<file path="config.mk">
export PLATFORM = sky130hd
export DESIGN_NAME = window_slope_valley_detector_top_flat
export DESIGN_NICKNAME = d
export VERILOG_FILES = /design/src/rtl/wsvd_pkg.sv /design/src/rtl/wsvd_if.sv /design/src/rtl/wsvd_ram.sv /design/src/rtl/wsvd_mul.sv /design/src/rtl/wsvd_div.sv /design/src/rtl/window_slope_valley_detector_top.sv /design/src/flat_wrapper.sv
export SDC_FILE = /design/constraint.sdc
export NUM_CORES = 2
export LEC_CHECK = 0
export ABC_AREA = 1
export BUFFER_PORTS_ARGS = -buffer_cell sky130_fd_sc_hd__buf_2
export CAP_MARGIN = 5
export CORE_MARGIN = 2
export CORE_UTILIZATION = 55
export DETAILED_ROUTE_END_ITERATION = 7
export PLACE_DENSITY = 0.69
export SLEW_MARGIN = 25
export SYNTH_ARGS = -nofsm -noshare
export SYNTH_HDL_FRONTEND = slang
export SYNTH_SLANG_ARGS = --single-unit
</file>
<file path="constraint.sdc">
create_clock -name i_clk -period 8.5 [get_ports i_clk]
set_input_delay 1.275 -clock i_clk [delete_from_list [all_inputs] [get_ports i_clk]]
set_output_delay 1.275 -clock i_clk [all_outputs]
set_load 0.05 [all_outputs]
</file>
<file path="src/rtl/wsvd_pkg.sv">
// ----------------------------------------------------------------------------
// wsvd_pkg
// widths, constants and state types of the window slope valley detector
// ----------------------------------------------------------------------------
`default_nettype none

package wsvd_pkg;

    localparam int WINDOW          = 120;
    localparam int SAMPLE_W        = 16;
    localparam int SLOPE_W         = 33;
    localparam int FRAC_W          = 16;
    localparam int MIN_FIT         = 2;
    localparam logic [SAMPLE_W-1:0] THRESHOLD_RESET = 16'd500;

    // sample count, window index
    localparam int NW   = $clog2(WINDOW + 1);
    localparam int IW   = $clog2(WINDOW);
    // running sums: sum y, sum x, sum x*y, sum x*x
    localparam int SYW  = SAMPLE_W + NW;
    localparam int SXW  = $clog2(WINDOW * (WINDOW + 1) / 2 + 1);
    localparam int SXYW = SAMPLE_W + SXW;
    localparam int SX2W = $clog2(WINDOW * (WINDOW + 1) * (2 * WINDOW + 1) / 6 + 1);
    localparam int NSQW = 2 * NW;
    // products and the scaled dividend
    localparam int PW   = NW + SXW + SAMPLE_W;
    localparam int DW   = PW + FRAC_W;

    typedef enum logic [3:0] {
        S_IDLE,
        S_READ,
        S_UPDATE,
        S_MUL_GO,
        S_MUL_WAIT,
        S_SIGN,
        S_DIV_GO,
        S_DIV_WAIT,
        S_SAT,
        S_OUT
    } t_state;

    typedef enum logic [1:0] {
        M_NSXY,
        M_SXSY,
        M_NSX2,
        M_SXSX
    } t_mstep;

endpackage

`default_nettype wire

</file>
<file path="src/rtl/wsvd_if.sv">
// ----------------------------------------------------------------------------
// wsvd_if
// valid/ready channels of the window slope valley detector
// ----------------------------------------------------------------------------
`default_nettype none

interface wsvd_sample_if;
    import wsvd_pkg::*;
    logic                valid;
    logic                ready;
    logic [SAMPLE_W-1:0] sample_mv;
    modport source (output valid, output sample_mv, input ready);
    modport sink   (input valid, input sample_mv, output ready);
endinterface

interface wsvd_result_if;
    import wsvd_pkg::*;
    logic                      valid;
    logic                      ready;
    logic                      slope_valid;
    logic signed [SLOPE_W-1:0] slope_q16;
    logic                      valley_found;
    modport source (output valid, output slope_valid, output slope_q16,
                    output valley_found, input ready);
    modport sink   (input valid, input slope_valid, input slope_q16,
                    input valley_found, output ready);
endinterface

interface wsvd_cfg_if;
    import wsvd_pkg::*;
    logic                valid;
    logic                ready;
    logic [SAMPLE_W-1:0] threshold_mv;
    modport source (output valid, output threshold_mv, input ready);
    modport sink   (input valid, input threshold_mv, output ready);
endinterface

`default_nettype wire

</file>
<file path="src/rtl/wsvd_ram.sv">
// ----------------------------------------------------------------------------
// wsvd_ram
// generic simple dual-port ram, one write port, one registered read port
// ----------------------------------------------------------------------------
`default_nettype none

module wsvd_ram #(
    parameter int WIDTH = 16,
    parameter int DEPTH = 120
) (
    input  wire logic                     i_clk,
    input  wire logic                     i_we,
    input  wire logic [$clog2(DEPTH)-1:0] i_waddr,
    input  wire logic [WIDTH-1:0]         i_wdata,
    input  wire logic [$clog2(DEPTH)-1:0] i_raddr,
    output logic      [WIDTH-1:0]         o_rdata
);

    logic [WIDTH-1:0] r_mem [DEPTH];

    always_ff @(posedge i_clk) begin
        if (i_we) begin
            r_mem[i_waddr] <= i_wdata;
        end
        o_rdata <= r_mem[i_raddr];
    end

endmodule

`default_nettype wire

</file>
<file path="src/rtl/wsvd_mul.sv">
// ----------------------------------------------------------------------------
// wsvd_mul
// bit-serial shift-and-add multiplier, one multiplier bit per cycle
// ----------------------------------------------------------------------------
`default_nettype none

module wsvd_mul (
    input  wire logic                        i_clk,
    input  wire logic                        i_rst_n,
    input  wire logic                        i_start,
    input  wire logic [wsvd_pkg::SXW-1:0]    i_mplier,
    input  wire logic [wsvd_pkg::PW-1:0]     i_mcand,
    output logic      [wsvd_pkg::PW-1:0]     o_product,
    output logic                             o_done
);
    import wsvd_pkg::*;

    localparam int CW = $clog2(SXW + 1);

    logic          r_busy;
    logic          r_done;
    logic [CW-1:0] r_cnt;
    logic [SXW-1:0] r_mplier;
    logic [PW-1:0]  r_mcand;
    logic [PW-1:0]  r_acc;

    // control
    always_ff @(posedge i_clk) begin
        if (!i_rst_n) begin
            r_busy <= 1'b0;
            r_done <= 1'b0;
            r_cnt  <= '0;
        end else begin
            r_done <= 1'b0;
            if (i_start) begin
                r_busy <= 1'b1;
                r_cnt  <= CW'(SXW);
            end else if (r_busy) begin
                r_cnt <= r_cnt - CW'(1);
                if (r_cnt == CW'(1)) begin
                    r_busy <= 1'b0;
                    r_done <= 1'b1;
                end
            end
        end
    end

    // shift registers and accumulator
    always_ff @(posedge i_clk) begin
        if (i_start) begin
            r_mplier <= i_mplier;
            r_mcand  <= i_mcand;
            r_acc    <= '0;
        end else if (r_busy) begin
            if (r_mplier[0]) begin
                r_acc <= r_acc + r_mcand;
            end
            r_mplier <= r_mplier >> 1;
            r_mcand  <= r_mcand << 1;
        end
    end

    assign o_product = r_acc;
    assign o_done    = r_done;

endmodule

`default_nettype wire

</file>
<file path="src/rtl/wsvd_div.sv">
// ----------------------------------------------------------------------------
// wsvd_div
// bit-serial restoring divider, one quotient bit per cycle
// ----------------------------------------------------------------------------
`default_nettype none

module wsvd_div (
    input  wire logic                       i_clk,
    input  wire logic                       i_rst_n,
    input  wire logic                       i_start,
    input  wire logic [wsvd_pkg::DW-1:0]    i_dividend,
    input  wire logic [wsvd_pkg::PW-1:0]    i_divisor,
    output logic      [wsvd_pkg::DW-1:0]    o_quotient,
    output logic                            o_done
);
    import wsvd_pkg::*;

    localparam int CW = $clog2(DW + 1);

    logic          r_busy;
    logic          r_done;
    logic [CW-1:0] r_cnt;
    logic [DW-1:0] r_dq;
    logic [PW-1:0] r_rem;
    logic [PW-1:0] r_den;

    logic [PW:0]   w_trial;
    logic [PW:0]   w_diff;
    logic          w_fit;

    // partial remainder with the next dividend bit brought down
    assign w_trial = {r_rem, r_dq[DW-1]};
    assign w_diff  = w_trial - {1'b0, r_den};
    assign w_fit   = (w_trial >= {1'b0, r_den});

    always_ff @(posedge i_clk) begin
        if (!i_rst_n) begin
            r_busy <= 1'b0;
            r_done <= 1'b0;
            r_cnt  <= '0;
        end else begin
            r_done <= 1'b0;
            if (i_start) begin
                r_busy <= 1'b1;
                r_cnt  <= CW'(DW);
            end else if (r_busy) begin
                r_cnt <= r_cnt - CW'(1);
                if (r_cnt == CW'(1)) begin
                    r_busy <= 1'b0;
                    r_done <= 1'b1;
                end
            end
        end
    end

    // dividend shifts out at the top, quotient bits shift in at the bottom
    always_ff @(posedge i_clk) begin
        if (i_start) begin
            r_dq  <= i_dividend;
            r_rem <= '0;
            r_den <= i_divisor;
        end else if (r_busy) begin
            r_rem <= w_fit ? w_diff[PW-1:0] : w_trial[PW-1:0];
            r_dq  <= {r_dq[DW-2:0], w_fit};
        end
    end

    assign o_quotient = r_dq;
    assign o_done     = r_done;

endmodule

`default_nettype wire

</file>
<file path="src/rtl/window_slope_valley_detector_top.sv">
// ----------------------------------------------------------------------------
// window_slope_valley_detector_top
// sliding-window least-squares slope with valley flag
// ----------------------------------------------------------------------------
// Every sample beat yields exactly one result beat. Each sample enters a
// window of the last WINDOW samples held in a ram; running sums of y and x*y
// (and of x and x*x while the window fills) are updated in place, reading the
// dropped sample back from the ram. A sample at or below the threshold, or
// one that leaves fewer than two samples in the window, skips the multiplier
// and divider and goes from the update state straight to the output state.
// A sample above the threshold runs four products through one bit-serial
// multiplier and one quotient through a bit-serial divider; these two loops
// set most of its processing time. Only one sample is in work at a time; the
// next one is taken as soon as the result sits in the output register, even
// if that register is still waiting to be taken.
// The threshold may be written at any time the block is idle.
// ----------------------------------------------------------------------------
`default_nettype none

module window_slope_valley_detector_top (
    input  wire logic    i_clk,
    input  wire logic    i_rst_n,
    wsvd_sample_if.sink  i_sample,
    wsvd_result_if.source o_result,
    wsvd_cfg_if.sink     i_cfg
);
    import wsvd_pkg::*;

    // ring index advance
    function automatic logic [IW-1:0] idx_inc(input logic [IW-1:0] idx);
        logic [IW-1:0] nxt;
        if (idx == IW'(WINDOW - 1)) begin
            nxt = '0;
        end else begin
            nxt = idx + IW'(1);
        end
        return nxt;
    endfunction

    // control state
    t_state           r_state;
    t_state           n_state;
    t_mstep           r_mstep;
    logic [SAMPLE_W-1:0] r_thr;
    logic [IW-1:0]    r_oldest;
    logic [IW-1:0]    r_newest;
    logic [NW-1:0]    r_fill;
    logic [SYW-1:0]   r_sy;
    logic [SXW-1:0]   r_sx;
    logic [SXYW-1:0]  r_sxy;
    logic [SX2W-1:0]  r_sx2;
    logic             r_prev_neg;
    logic             r_ovalid;

    // per-sample working registers
    logic [SAMPLE_W-1:0] r_sample;
    logic [NW-1:0]    r_n;
    logic             r_full;
    logic [SYW-1:0]   r_ny;
    logic [NSQW-1:0]  r_nsq;
    logic [PW-1:0]    r_pa;
    logic [PW-1:0]    r_pb;
    logic [PW-1:0]    r_pc;
    logic [PW-1:0]    r_den;
    logic             r_neg;
    logic             r_res_valid;
    logic [SLOPE_W-1:0] r_res_slope;
    logic             r_res_valley;

    // output register
    logic             r_o_slope_valid;
    logic [SLOPE_W-1:0] r_o_slope;
    logic             r_o_valley;

    // decoded controls
    logic             w_in_ready;
    logic             w_mul_start;
    logic             w_div_start;
    logic             w_ram_we;
    logic             w_out_load;

    // datapath wires
    logic [NW-1:0]    w_n_calc;
    logic [SAMPLE_W-1:0] w_y0;
    logic [IW-1:0]    w_wr_idx;
    logic             w_hit;
    logic             w_short;
    logic [SXW-1:0]   w_mplier;
    logic [PW-1:0]    w_mcand;
    logic [PW-1:0]    w_product;
    logic             w_mul_done;
    logic [DW-1:0]    w_quot;
    logic             w_div_done;
    logic             w_q_nz;
    logic             w_pos_sat;
    logic             w_neg_sat;
    logic [SLOPE_W-1:0] w_mag_q;
    logic [SLOPE_W-1:0] w_slope;

    assign w_n_calc = (r_fill == NW'(WINDOW)) ? r_fill : r_fill + NW'(1);
    assign w_wr_idx = idx_inc(r_newest);
    assign w_hit    = (r_sample > r_thr);
    assign w_short  = (r_n < NW'(MIN_FIT));

    // window store, read port parked on the oldest entry
    wsvd_ram #(
        .WIDTH (SAMPLE_W),
        .DEPTH (WINDOW)
    ) u_ram (
        .i_clk   (i_clk),
        .i_we    (w_ram_we),
        .i_waddr (w_wr_idx),
        .i_wdata (r_sample),
        .i_raddr (r_oldest),
        .o_rdata (w_y0)
    );

    // operand selection for the four products
    always_comb begin
        unique case (r_mstep)
            M_NSXY: begin
                w_mplier = SXW'(r_fill);
                w_mcand  = PW'(r_sxy);
            end
            M_SXSY: begin
                w_mplier = r_sx;
                w_mcand  = PW'(r_sy);
            end
            M_NSX2: begin
                w_mplier = SXW'(r_fill);
                w_mcand  = PW'(r_sx2);
            end
            M_SXSX: begin
                w_mplier = r_sx;
                w_mcand  = PW'(r_sx);
            end
        endcase
    end

    wsvd_mul u_mul (
        .i_clk     (i_clk),
        .i_rst_n   (i_rst_n),
        .i_start   (w_mul_start),
        .i_mplier  (w_mplier),
        .i_mcand   (w_mcand),
        .o_product (w_product),
        .o_done    (w_mul_done)
    );

    // numerator magnitude scaled by the 16 fraction bits
    wsvd_div u_div (
        .i_clk      (i_clk),
        .i_rst_n    (i_rst_n),
        .i_start    (w_div_start),
        .i_dividend ({r_pa, {FRAC_W{1'b0}}}),
        .i_divisor  (r_den),
        .o_quotient (w_quot),
        .o_done     (w_div_done)
    );

    // saturation to the 33-bit signed range
    assign w_q_nz    = (w_quot != '0);
    assign w_pos_sat = |w_quot[DW-1:SLOPE_W-1];
    assign w_neg_sat = (|w_quot[DW-1:SLOPE_W])
                    || (w_quot[SLOPE_W-1] && (|w_quot[SLOPE_W-2:0]));
    always_comb begin
        if (r_neg) begin
            w_mag_q = w_neg_sat ? {1'b1, {(SLOPE_W-1){1'b0}}} : w_quot[SLOPE_W-1:0];
            w_slope = SLOPE_W'(0) - w_mag_q;
        end else begin
            w_mag_q = w_pos_sat ? {1'b0, {(SLOPE_W-1){1'b1}}} : w_quot[SLOPE_W-1:0];
            w_slope = w_mag_q;
        end
    end

    // next state
    always_comb begin
        n_state = r_state;
        unique case (r_state)
            S_IDLE: begin
                if (i_sample.valid) begin
                    n_state = S_READ;
                end
            end
            S_READ: begin
                n_state = S_UPDATE;
            end
            S_UPDATE: begin
                if (!w_hit || w_short) begin
                    n_state = S_OUT;
                end else begin
                    n_state = S_MUL_GO;
                end
            end
            S_MUL_GO: begin
                n_state = S_MUL_WAIT;
            end
            S_MUL_WAIT: begin
                if (w_mul_done) begin
                    n_state = (r_mstep == M_SXSX) ? S_SIGN : S_MUL_GO;
                end
            end
            S_SIGN: begin
                n_state = S_DIV_GO;
            end
            S_DIV_GO: begin
                n_state = S_DIV_WAIT;
            end
            S_DIV_WAIT: begin
                if (w_div_done) begin
                    n_state = S_SAT;
                end
            end
            S_SAT: begin
                n_state = S_OUT;
            end
            S_OUT: begin
                if (!r_ovalid || o_result.ready) begin
                    n_state = S_IDLE;
                end
            end
            default: begin
                n_state = S_IDLE;
            end
        endcase
    end

    // state decode
    always_comb begin
        w_in_ready  = 1'b0;
        w_mul_start = 1'b0;
        w_div_start = 1'b0;
        w_ram_we    = 1'b0;
        w_out_load  = 1'b0;
        unique case (r_state)
            S_IDLE:     w_in_ready  = 1'b1;
            S_UPDATE:   w_ram_we    = 1'b1;
            S_MUL_GO:   w_mul_start = 1'b1;
            S_DIV_GO:   w_div_start = 1'b1;
            S_OUT:      w_out_load  = !r_ovalid || o_result.ready;
            default: begin
                w_in_ready = 1'b0;
            end
        endcase
    end

    // control registers
    always_ff @(posedge i_clk) begin
        if (!i_rst_n) begin
            r_state    <= S_IDLE;
            r_mstep    <= M_NSXY;
            r_thr      <= THRESHOLD_RESET;
            r_oldest   <= '0;
            r_newest   <= IW'(WINDOW - 1);
            r_fill     <= '0;
            r_sy       <= '0;
            r_sx       <= '0;
            r_sxy      <= '0;
            r_sx2      <= '0;
            r_prev_neg <= 1'b0;
            r_ovalid   <= 1'b0;
        end else begin
            r_state <= n_state;

            // threshold write beat
            if (i_cfg.valid) begin
                r_thr <= i_cfg.threshold_mv;
            end

            // window bookkeeping and running sums
            if (r_state == S_UPDATE) begin
                r_newest <= w_wr_idx;
                r_fill   <= r_n;
                if (r_full) begin
                    // oldest sample leaves, every x moves down by one
                    r_oldest <= idx_inc(r_oldest);
                    r_sy     <= r_sy - SYW'(w_y0) + SYW'(r_sample);
                    r_sxy    <= r_sxy - SXYW'(r_sy) + SXYW'(r_ny);
                end else begin
                    r_sy  <= r_sy + SYW'(r_sample);
                    r_sxy <= r_sxy + SXYW'(r_ny);
                    r_sx  <= r_sx + SXW'(r_n);
                    r_sx2 <= r_sx2 + SX2W'(r_nsq);
                end
                // a single sample counts as a zero slope
                if (w_hit && w_short) begin
                    r_prev_neg <= 1'b0;
                end
                r_mstep <= M_NSXY;
            end

            if (r_state == S_MUL_WAIT && w_mul_done) begin
                unique case (r_mstep)
                    M_NSXY: r_mstep <= M_SXSY;
                    M_SXSY: r_mstep <= M_NSX2;
                    M_NSX2: r_mstep <= M_SXSX;
                    M_SXSX: r_mstep <= M_NSXY;
                endcase
            end

            if (r_state == S_SAT) begin
                r_prev_neg <= r_neg && w_q_nz;
            end

            // output register occupancy
            if (w_out_load) begin
                r_ovalid <= 1'b1;
            end else if (o_result.ready) begin
                r_ovalid <= 1'b0;
            end
        end
    end

    // working registers
    always_ff @(posedge i_clk) begin
        if (r_state == S_IDLE && i_sample.valid) begin
            r_sample <= i_sample.sample_mv;
        end

        if (r_state == S_READ) begin
            r_n    <= w_n_calc;
            r_full <= (r_fill == NW'(WINDOW));
            r_ny   <= SYW'(w_n_calc) * SYW'(r_sample);
            r_nsq  <= NSQW'(w_n_calc) * NSQW'(w_n_calc);
        end

        if (r_state == S_UPDATE) begin
            r_res_valid  <= w_hit;
            r_res_slope  <= '0;
            r_res_valley <= 1'b0;
        end

        if (r_state == S_MUL_WAIT && w_mul_done) begin
            unique case (r_mstep)
                M_NSXY: r_pa  <= w_product;
                M_SXSY: r_pb  <= w_product;
                M_NSX2: r_pc  <= w_product;
                M_SXSX: r_den <= r_pc - w_product;
            endcase
        end

        // numerator n*sxy - sx*sy as sign and magnitude
        if (r_state == S_SIGN) begin
            if (r_pa >= r_pb) begin
                r_pa  <= r_pa - r_pb;
                r_neg <= 1'b0;
            end else begin
                r_pa  <= r_pb - r_pa;
                r_neg <= 1'b1;
            end
        end

        if (r_state == S_SAT) begin
            r_res_slope  <= w_slope;
            r_res_valley <= !r_neg && w_q_nz && r_prev_neg;
        end

        if (w_out_load) begin
            r_o_slope_valid <= r_res_valid;
            r_o_slope       <= r_res_slope;
            r_o_valley      <= r_res_valley;
        end
    end

    assign i_sample.ready        = w_in_ready;
    assign i_cfg.ready           = 1'b1;
    assign o_result.valid        = r_ovalid;
    assign o_result.slope_valid  = r_o_slope_valid;
    assign o_result.slope_q16    = $signed(r_o_slope);
    assign o_result.valley_found = r_o_valley;

endmodule

`default_nettype wire

</file>
<file path="src/flat_wrapper.sv">
// flat-port wrapper written by rule: the top's interface ports become plain ports
module window_slope_valley_detector_top_flat import wsvd_pkg::*;
  (i_clk, i_rst_n, i_sample_valid, i_sample_sample_mv, i_sample_ready, o_result_valid, o_result_slope_valid, o_result_slope_q16, o_result_valley_found, o_result_ready, i_cfg_valid, i_cfg_threshold_mv, i_cfg_ready);
  wsvd_sample_if i_sample_i ();
  wsvd_result_if o_result_i ();
  wsvd_cfg_if i_cfg_i ();
  input  wire logic i_clk;
  input  wire logic i_rst_n;
  input wire logic [$bits(i_sample_i.valid)-1:0] i_sample_valid;
  input wire logic [$bits(i_sample_i.sample_mv)-1:0] i_sample_sample_mv;
  output wire logic [$bits(i_sample_i.ready)-1:0] i_sample_ready;
  output wire logic [$bits(o_result_i.valid)-1:0] o_result_valid;
  output wire logic [$bits(o_result_i.slope_valid)-1:0] o_result_slope_valid;
  output wire logic [$bits(o_result_i.slope_q16)-1:0] o_result_slope_q16;
  output wire logic [$bits(o_result_i.valley_found)-1:0] o_result_valley_found;
  input wire logic [$bits(o_result_i.ready)-1:0] o_result_ready;
  input wire logic [$bits(i_cfg_i.valid)-1:0] i_cfg_valid;
  input wire logic [$bits(i_cfg_i.threshold_mv)-1:0] i_cfg_threshold_mv;
  output wire logic [$bits(i_cfg_i.ready)-1:0] i_cfg_ready;
  assign i_sample_i.valid = i_sample_valid;
  assign i_sample_i.sample_mv = i_sample_sample_mv;
  assign i_sample_ready = i_sample_i.ready;
  assign o_result_valid = o_result_i.valid;
  assign o_result_slope_valid = o_result_i.slope_valid;
  assign o_result_slope_q16 = o_result_i.slope_q16;
  assign o_result_valley_found = o_result_i.valley_found;
  assign o_result_i.ready = o_result_ready;
  assign i_cfg_i.valid = i_cfg_valid;
  assign i_cfg_i.threshold_mv = i_cfg_threshold_mv;
  assign i_cfg_ready = i_cfg_i.ready;
  window_slope_valley_detector_top u_core (.i_clk(i_clk), .i_rst_n(i_rst_n), .i_sample(i_sample_i), .o_result(o_result_i), .i_cfg(i_cfg_i));
endmodule
</file>
; Yosys cells after proc, flatten, opt, wreduce, memory -nomap -nowiden
; Memories as Yosys holds them, arrays and structs flattened. A register that Yosys moved wholly into a read port is not among the register bits.
; Cells that the tools add are included.
[classes]
add_sub_neg = 19
mul = 2
magnitude_cmp = 4
n_eq_ne = 21
mux = 60
bitwise_logic = 4
n_reduce_logical = 42
[ops]
columns = op, n
row1 = 2-to-1 mux 36 bit, 7
row2 = 2-to-1 mux 33 bit, 5
row3 = case mux 36 bit (4 select lines), 1
row4 = subtractor 36 bit, 4
row5 = 2-to-1 mux 52 bit, 2
row6 = adder 29 x 23 -> 29 bit, 2
row7 = nonzero test 52 bit, 1
row8 = adder 23 x 16 -> 23 bit, 2
row9 = case mux 4 bit (10 select lines), 1
row10 = >= comparator 37 x 36 -> 1 bit, 1
row11 = adder 36 bit, 1
row12 = >= comparator 36 bit, 1
row13 = subtractor 1 x 33 -> 33 bit (first input constant), 1
row14 = OR reduction 32 bit, 1
row15 = 2-to-1 mux 29 bit, 1
row16 = subtractor 29 x 23 -> 29 bit, 1
row17 = 2-to-1 mux 4 bit, 7
row18 = 2-to-1 mux 13 bit, 2
row19 = case mux 13 bit (2 select lines), 1
row20 = multiplier 7 x 16 -> 23 bit, 1
row21 = 2-to-1 mux 1 bit, 23
row22 = 2-to-1 mux 23 bit, 1
row23 = subtractor 23 x 16 -> 23 bit, 1
row24 = adder 7 x 1 -> 7 bit (second input constant), 3
row25 = 35 further kinds, 81
[word_totals]
regBits = 629
ram_bits = 1920
output_inout_bits = 38
word_cells = 196
n_memories = 1
[memory_table]
columns = name, words, width, read_ports, rd_clocked_by_memory_dff, write_ports, line
row1 = u_core.u_ram.r_mem, 120, 16, 1, 1, 1, wsvd_ram.sv:19  ; logic [WIDTH-1:0] r_mem [DEPTH];

; Logic depth before layout (Yosys ltp)
[depth]
ltp_word = 7
ltp_mapped = 28
ltp_nobuf = 27

; Cells and area by module
; A second synthesis with hierarchy kept.
[hier_totals]
cells_unflattened = 13439
hier_area_um2 = 128936.2
[by_module_without_submodules]
columns = mod, n_inst, cells_each, area_per_inst_um2, seq_area_each_um2
row1 = wsvd_ram, 1, 6636, 78784.3, 57975.6
row2 = window_slope_valley_detector_top, 1, 4741, 35610.4, 10830.4
row3 = wsvd_div, 1, 1134, 8240.4, 3523.4
row4 = wsvd_mul, 1, 928, 6301.0, 2312.2

; Worst setup path before layout
; OpenSTA, ideal clock, no wires.
[synth_timing]
path_type = flip-flop to flip-flop
startpoint = reg u_core.r_sample[5]
endpoint = reg u_core.r_ny[18] (data pin)
arrival_time_ns = 5.868
required_ns = 8.242
setup_slack_ns = 2.374
stages_incl_launch_ff = 18
n_path_buf = 0
path_cell_list = edfxtp_1 > inv_1 > nor2_1 > fa_1 > fa_1 > fa_1 > inv_1 > fa_1 > inv_1 > ha_1 > a21oi_1 > nand3_1 > a21boi_0 > o21ai_0 > a21oi_1 > nor2_1 > nor2_1 > xnor2_1
[synth_via]
elab_chain_len = 1
[synth_rtl]
columns = element, line
row1 = "start, declared", window_slope_valley_detector_top.sv:56  ; logic [SAMPLE_W-1:0] r_sample;
row2 = "start signal, assigned", window_slope_valley_detector_top.sv:317  ; r_sample <= i_sample.sample_mv;
row3 = multiplier 7 x 16 -> 23 bit, window_slope_valley_detector_top.sv:323  ; r_ny <= SYW'(w_n_calc) * SYW'(r_sample);
row4 = "end signal, assigned", window_slope_valley_detector_top.sv:323
row5 = "end, declared", window_slope_valley_detector_top.sv:59  ; logic [SYW-1:0] r_ny;
; No other way between the ends.
; A chain may end at the register's enable or synchronous reset.

; Final worst setup path
[layout_timing]
startpoint = reg u_core.r_fill[2]
endpoint = reg u_core.r_ny[18] (data pin)
[layout_via]
elab_chain_len = 3
elab_cells_between_ends = 4
[layout_rtl]
columns = element, line
row1 = "start, declared", window_slope_valley_detector_top.sv:47  ; logic [NW-1:0] r_fill;
row2 = "start signal, assigned", window_slope_valley_detector_top.sv:273  ; r_fill <= r_n;
row3 = adder 7 x 1 -> 7 bit or == test 7 bit (tied branches), window_slope_valley_detector_top.sv:100  ; assign w_n_calc = (r_fill == NW'(WINDOW)) ? r_fill : r_fill + NW'(1);
row4 = 2-to-1 mux 7 bit *, window_slope_valley_detector_top.sv:100
row5 = net u_core.w_n_calc[5], window_slope_valley_detector_top.sv:83  ; logic [NW-1:0] w_n_calc;
row6 = multiplier 7 x 16 -> 23 bit *, window_slope_valley_detector_top.sv:323
; Mark *: on every way through the listed nets, which the timed path passes. The rest lies on a longest branch.

==> flow_metrics.tcl <==
set metrics [dict create \
    wl_per_cell_um 25.6 \
    clkLatencyLatePin_ns 0.96 \
    dp_hpwl_um 249000 \
    grt-ovfl-total 0 \
    ctsResizeCount 0 \
    cts_buffer_depth 4 \
    cts_tree "built" \
    yosysWarnings 0 \
    crit_family "adder cells" \
    cp_slowest_cell "nand2_1" \
    portBuffers 73 \
    grt_pass1_wl_um 572000 \
    max_stage_delay_ns 0.72 \
    critPathBufInv 4 \
    met2_usage_pct 52.8 \
    fmax_ghz 0.155 \
    gp_congestion 0.954 \
    tns_ns 0 \
    hold_start "u_core.r_den[26]$_DFFE_PP_" \
    worst_hold_path_type "reg2reg" \
    cp.depth 24 \
    endpoint_kind "flop" \
    synth_edf_count 2315 \
    netlist_instances 11942 \
    synth_ff_type "edfxtp_1" \
    period_share_pct 76.1 \
    ys_ff_latch 2563 \
    grt_util_met1_pct 45.3 \
    worst-path-max-fanout 20 \
    ys_types 76 \
    num-fill-cells 18303 \
    cts_max_level 5 \
    synth.avg_cell_area_sq_um 10.4 \
    fin_cells 15162 \
    grtUsageMet3_pct 4.81 \
    antenna_found_initial 10 \
    rsz0062_at_grt "false" \
    dr.pass1.iters 8 \
    ys_seq_area_share_pct 60.0 \
    final_common_cell "edfxtp_1" \
    synthArstFlopShare_pct 0 \
    drt-vias-per-instance 6.17 \
    reg2reg_from "u_core.r_fill[2]$_SDFFE_PN0P_" \
    grt_usage_pct 33.0 \
    hold_buffers 0 \
    grt_pass1_vias 89206 \
    die-area_sq_um 230000 \
    min_path_cells 0 \
    startpoint "u_core.r_fill[2]$_SDFFE_PN0P_" \
    drv_slew 0 \
    start_kind "flop" \
    synth_nets 12503 \
    vias 93578 \
    required_ns 9.15 \
    cts.sinks 2563 \
    syn_area_sq_um 124000 \
    dieHeight_um 479 \
    grt-busiest-layer "met2" \
    hold_ws_ns 0.409 \
    period_needed_ns 6.47 \
    ant_nets 0 \
    dp.cells 14669 \
    area_growth_pct 10.2 \
    finalSetupViolCount 0 \
    grt_max_degree 212 \
    ff2ff_path_depth 24 \
    powerDensity_nw_per_um2 264 \
    max_slew_margin_pct 26.7 \
    postCtsSetupBuffers 0 \
    final_cell_mix "edfxtp_1, nor2_1, nand2_1" \
    drt_iter0_markers 11443 \
    tightestPinTransition_ns 1.10 \
    finClkSkew_ns 0.0873 \
    rows 174 \
    fp.dieW_um 479 \
    hold_viol_final 0 \
    crit_chain "nand3_1 -> nor2_1 -> nand3_1 -> nand2_1 -> clkinv_1 -> nand2_1 -> fa_1 -> fa_1 -> inv_1 -> fa_1 -> inv_1 -> fa_1 -> inv_1 -> ha_1 -> nand2_1 -> nor2_1 -> nand2_1 -> nand3_1 -> a21boi_0 -> o21ai_0 -> a21oi_1 -> nor2_1 -> nor2_1 -> xnor2_1" \
    layout-drive-gt1-share_pct 7.13 \
    drv_cap 0 \
    path_class "reg2reg" \
    status "finished clean" \
    vdd_ir_drop_max_mv 0.207 \
    cts_root_buf "clkbuf_16" \
    routed_wl_um 388000 \
    p_leak_uw 0.0520 \
    drc_errors 0 \
    io_pins 75 \
    initial_utilization_pct 55.3 \
    clk_pin_slew_ns 0.06 \
    design.core.area_sq_um 225000 \
    cts_buffers 287 \
    critPathArrivalTime_ns 7.12 \
    fin_util_pct 60.9 \
    nets 12528 \
]
==> metal layers <==
layer | vias up | part of all wire [%]
met5 | - | 0.0057
met4 | 4 | 4.9
met3 | 907 | 8.5
met2 | 4755 | 47
met1 | 45744 | 40
li1 | 42168 | -
==> per-stage QoR <==
step | setup WS, ns | total power, uW | cell area (sq um)
finish | 2.03 | 36100 | 137000
detailed placement | 1.93 | 24100 | 128000
global route | 1.45 | 37600 | 137000
global placement | 1.89 | 24000 | 128000
CTS | 1.91 | 36100 | 137000
floorplan | 2.37 | 21100 | 124000
==> cell families (layout without fill, tap and decap cells) <==
kind of cell               Yosys count  count (layout)  share of synthesized area, %
DFF                               2563            2563                          60.0
other                                1               4                       0.00302
AOI/OAI and AO/OA                 3061            3061                          14.3
xor gates and xnor gates           233             233                          1.65
and+or+nand+nor                   3902            3902                          12.6
adders and majority gates          524             524                          6.07
buffers and inverters             1658            1883                          5.39
==> synthesized netlist by cell type (9+ instances only) <==
master / count / share of area, %
o21ai_1: 46 / 0.19
o41ai_1: 9 / 0.063
buf_1: 41 / 0.12
nand3_1: 381 / 1.5
edfxtp_1: 2315 / 56
o21a_1: 32 / 0.19
buf_4: 18 / 0.11
a21boi_0: 13 / 0.079
o31ai_1: 27 / 0.16
clkbuf_1: 335 / 1.0
ha_1: 393 / 4.0
a31oi_1: 104 / 0.52
buf_2: 171 / 0.69
o211ai_1: 77 / 0.47
a211oi_1: 16 / 0.097
o22ai_1: 255 / 1.3
o21ai_0: 1301 / 5.2
nand2_2: 17 / 0.086
nand2_1: 1644 / 5.0
inv_1: 1039 / 3.1
a21oi_1: 765 / 3.1
inv_2: 13 / 0.039
nor2_2: 16 / 0.081
o221ai_1: 197 / 1.4
buf_6: 15 / 0.14
fa_1: 131 / 2.1
nor2_1: 1660 / 5.0
clkbuf_2: 14 / 0.056
a221oi_1: 78 / 0.55
xnor2_1: 70 / 0.49
dfxtp_1: 248 / 4.0
xor2_1: 162 / 1.1
nand3_2: 9 / 0.073
o21bai_1: 47 / 0.28
nand4_1: 26 / 0.13
a21oi_2: 10 / 0.071
nor3_1: 92 / 0.37
a21o_1: 35 / 0.21
nor4_1: 17 / 0.086
==> final timing paths <==
kind	to	slack, ns
worst max-delay path	u_core.r_ny[18]$_DFFE_PP_	2.03
worst min-delay path	u_core.u_div.r_den[26]$_DFFE_PP_	0.41
worst min register to register	u_core.u_div.r_den[26]$_DFFE_PP_	0.41
worst max register to register	u_core.r_ny[18]$_DFFE_PP_	2.03
==> sequential cells by signal (all words and copies together), names as in the netlist, 16 cells and up <==
| register | count |
|---|---|
| u_core.r_sample | 16 |
| u_core.r_pc | 36 |
| u_core.r_thr | 16 |
| u_core.r_sxy | 29 |
| u_core.r_res_slope | 33 |
| u_core.u_ram.r_mem | 1920 |
| u_core.u_div.r_den | 36 |
| u_core.u_div.o_quotient | 52 |
| u_core.o_result.slope_q16 | 33 |
| u_core.r_pa | 36 |
| u_core.u_div.r_rem | 36 |
| u_core.u_mul.r_mcand | 36 |
| u_core.r_pb | 36 |
| u_core.u_mul.o_product | 36 |
| u_core.r_ny | 23 |
| u_core.r_sx2 | 20 |
| u_core.r_den | 36 |
| u_core.u_ram.o_rdata | 16 |
| u_core.r_sy | 23 |
==> worst register-to-register path, delay by kind of cell (launching register included) <==
| kind | cells | cell delay (ns) |
|---|---|---|
| xor gates and xnor gates | 1 | 0.08 |
| buffers and inverters | 4 | 0.66 |
| DFF | 1 | 0.49 |
| AOI/OAI and AO/OA | 3 | 0.90 |
| and+or+nand+nor | 11 | 1.81 |
| adders and majority gates | 5 | 2.29 |
==> where the power goes <==
| part | switching, uW | leakage (uW) | internal, uW |
|---|---|---|---|
| logic | 6010 | 0.0247 | 2630 |
| registers | 733 | 0.0229 | 14600 |
| clock network | 4950 | 0.00443 | 7170 |
==> area by class of cell <==
type / count / area [sq um] / area share [%]
repair buffers: 334 / 2530 / 1.85
diodes: 3 / 7.51 / 0.00548
multi-input cells: 7721 / 43100 / 31.5
inverters: 1060 / 4010 / 2.93
well taps: 2992 / 3740 / 2.73
flip-flops and latches: 2563 / 74500 / 54.4
clock inverters: 138 / 1400 / 1.02
clock buffers: 351 / 7620 / 5.56
Note: power is estimated with default switching activity, not from simulation.
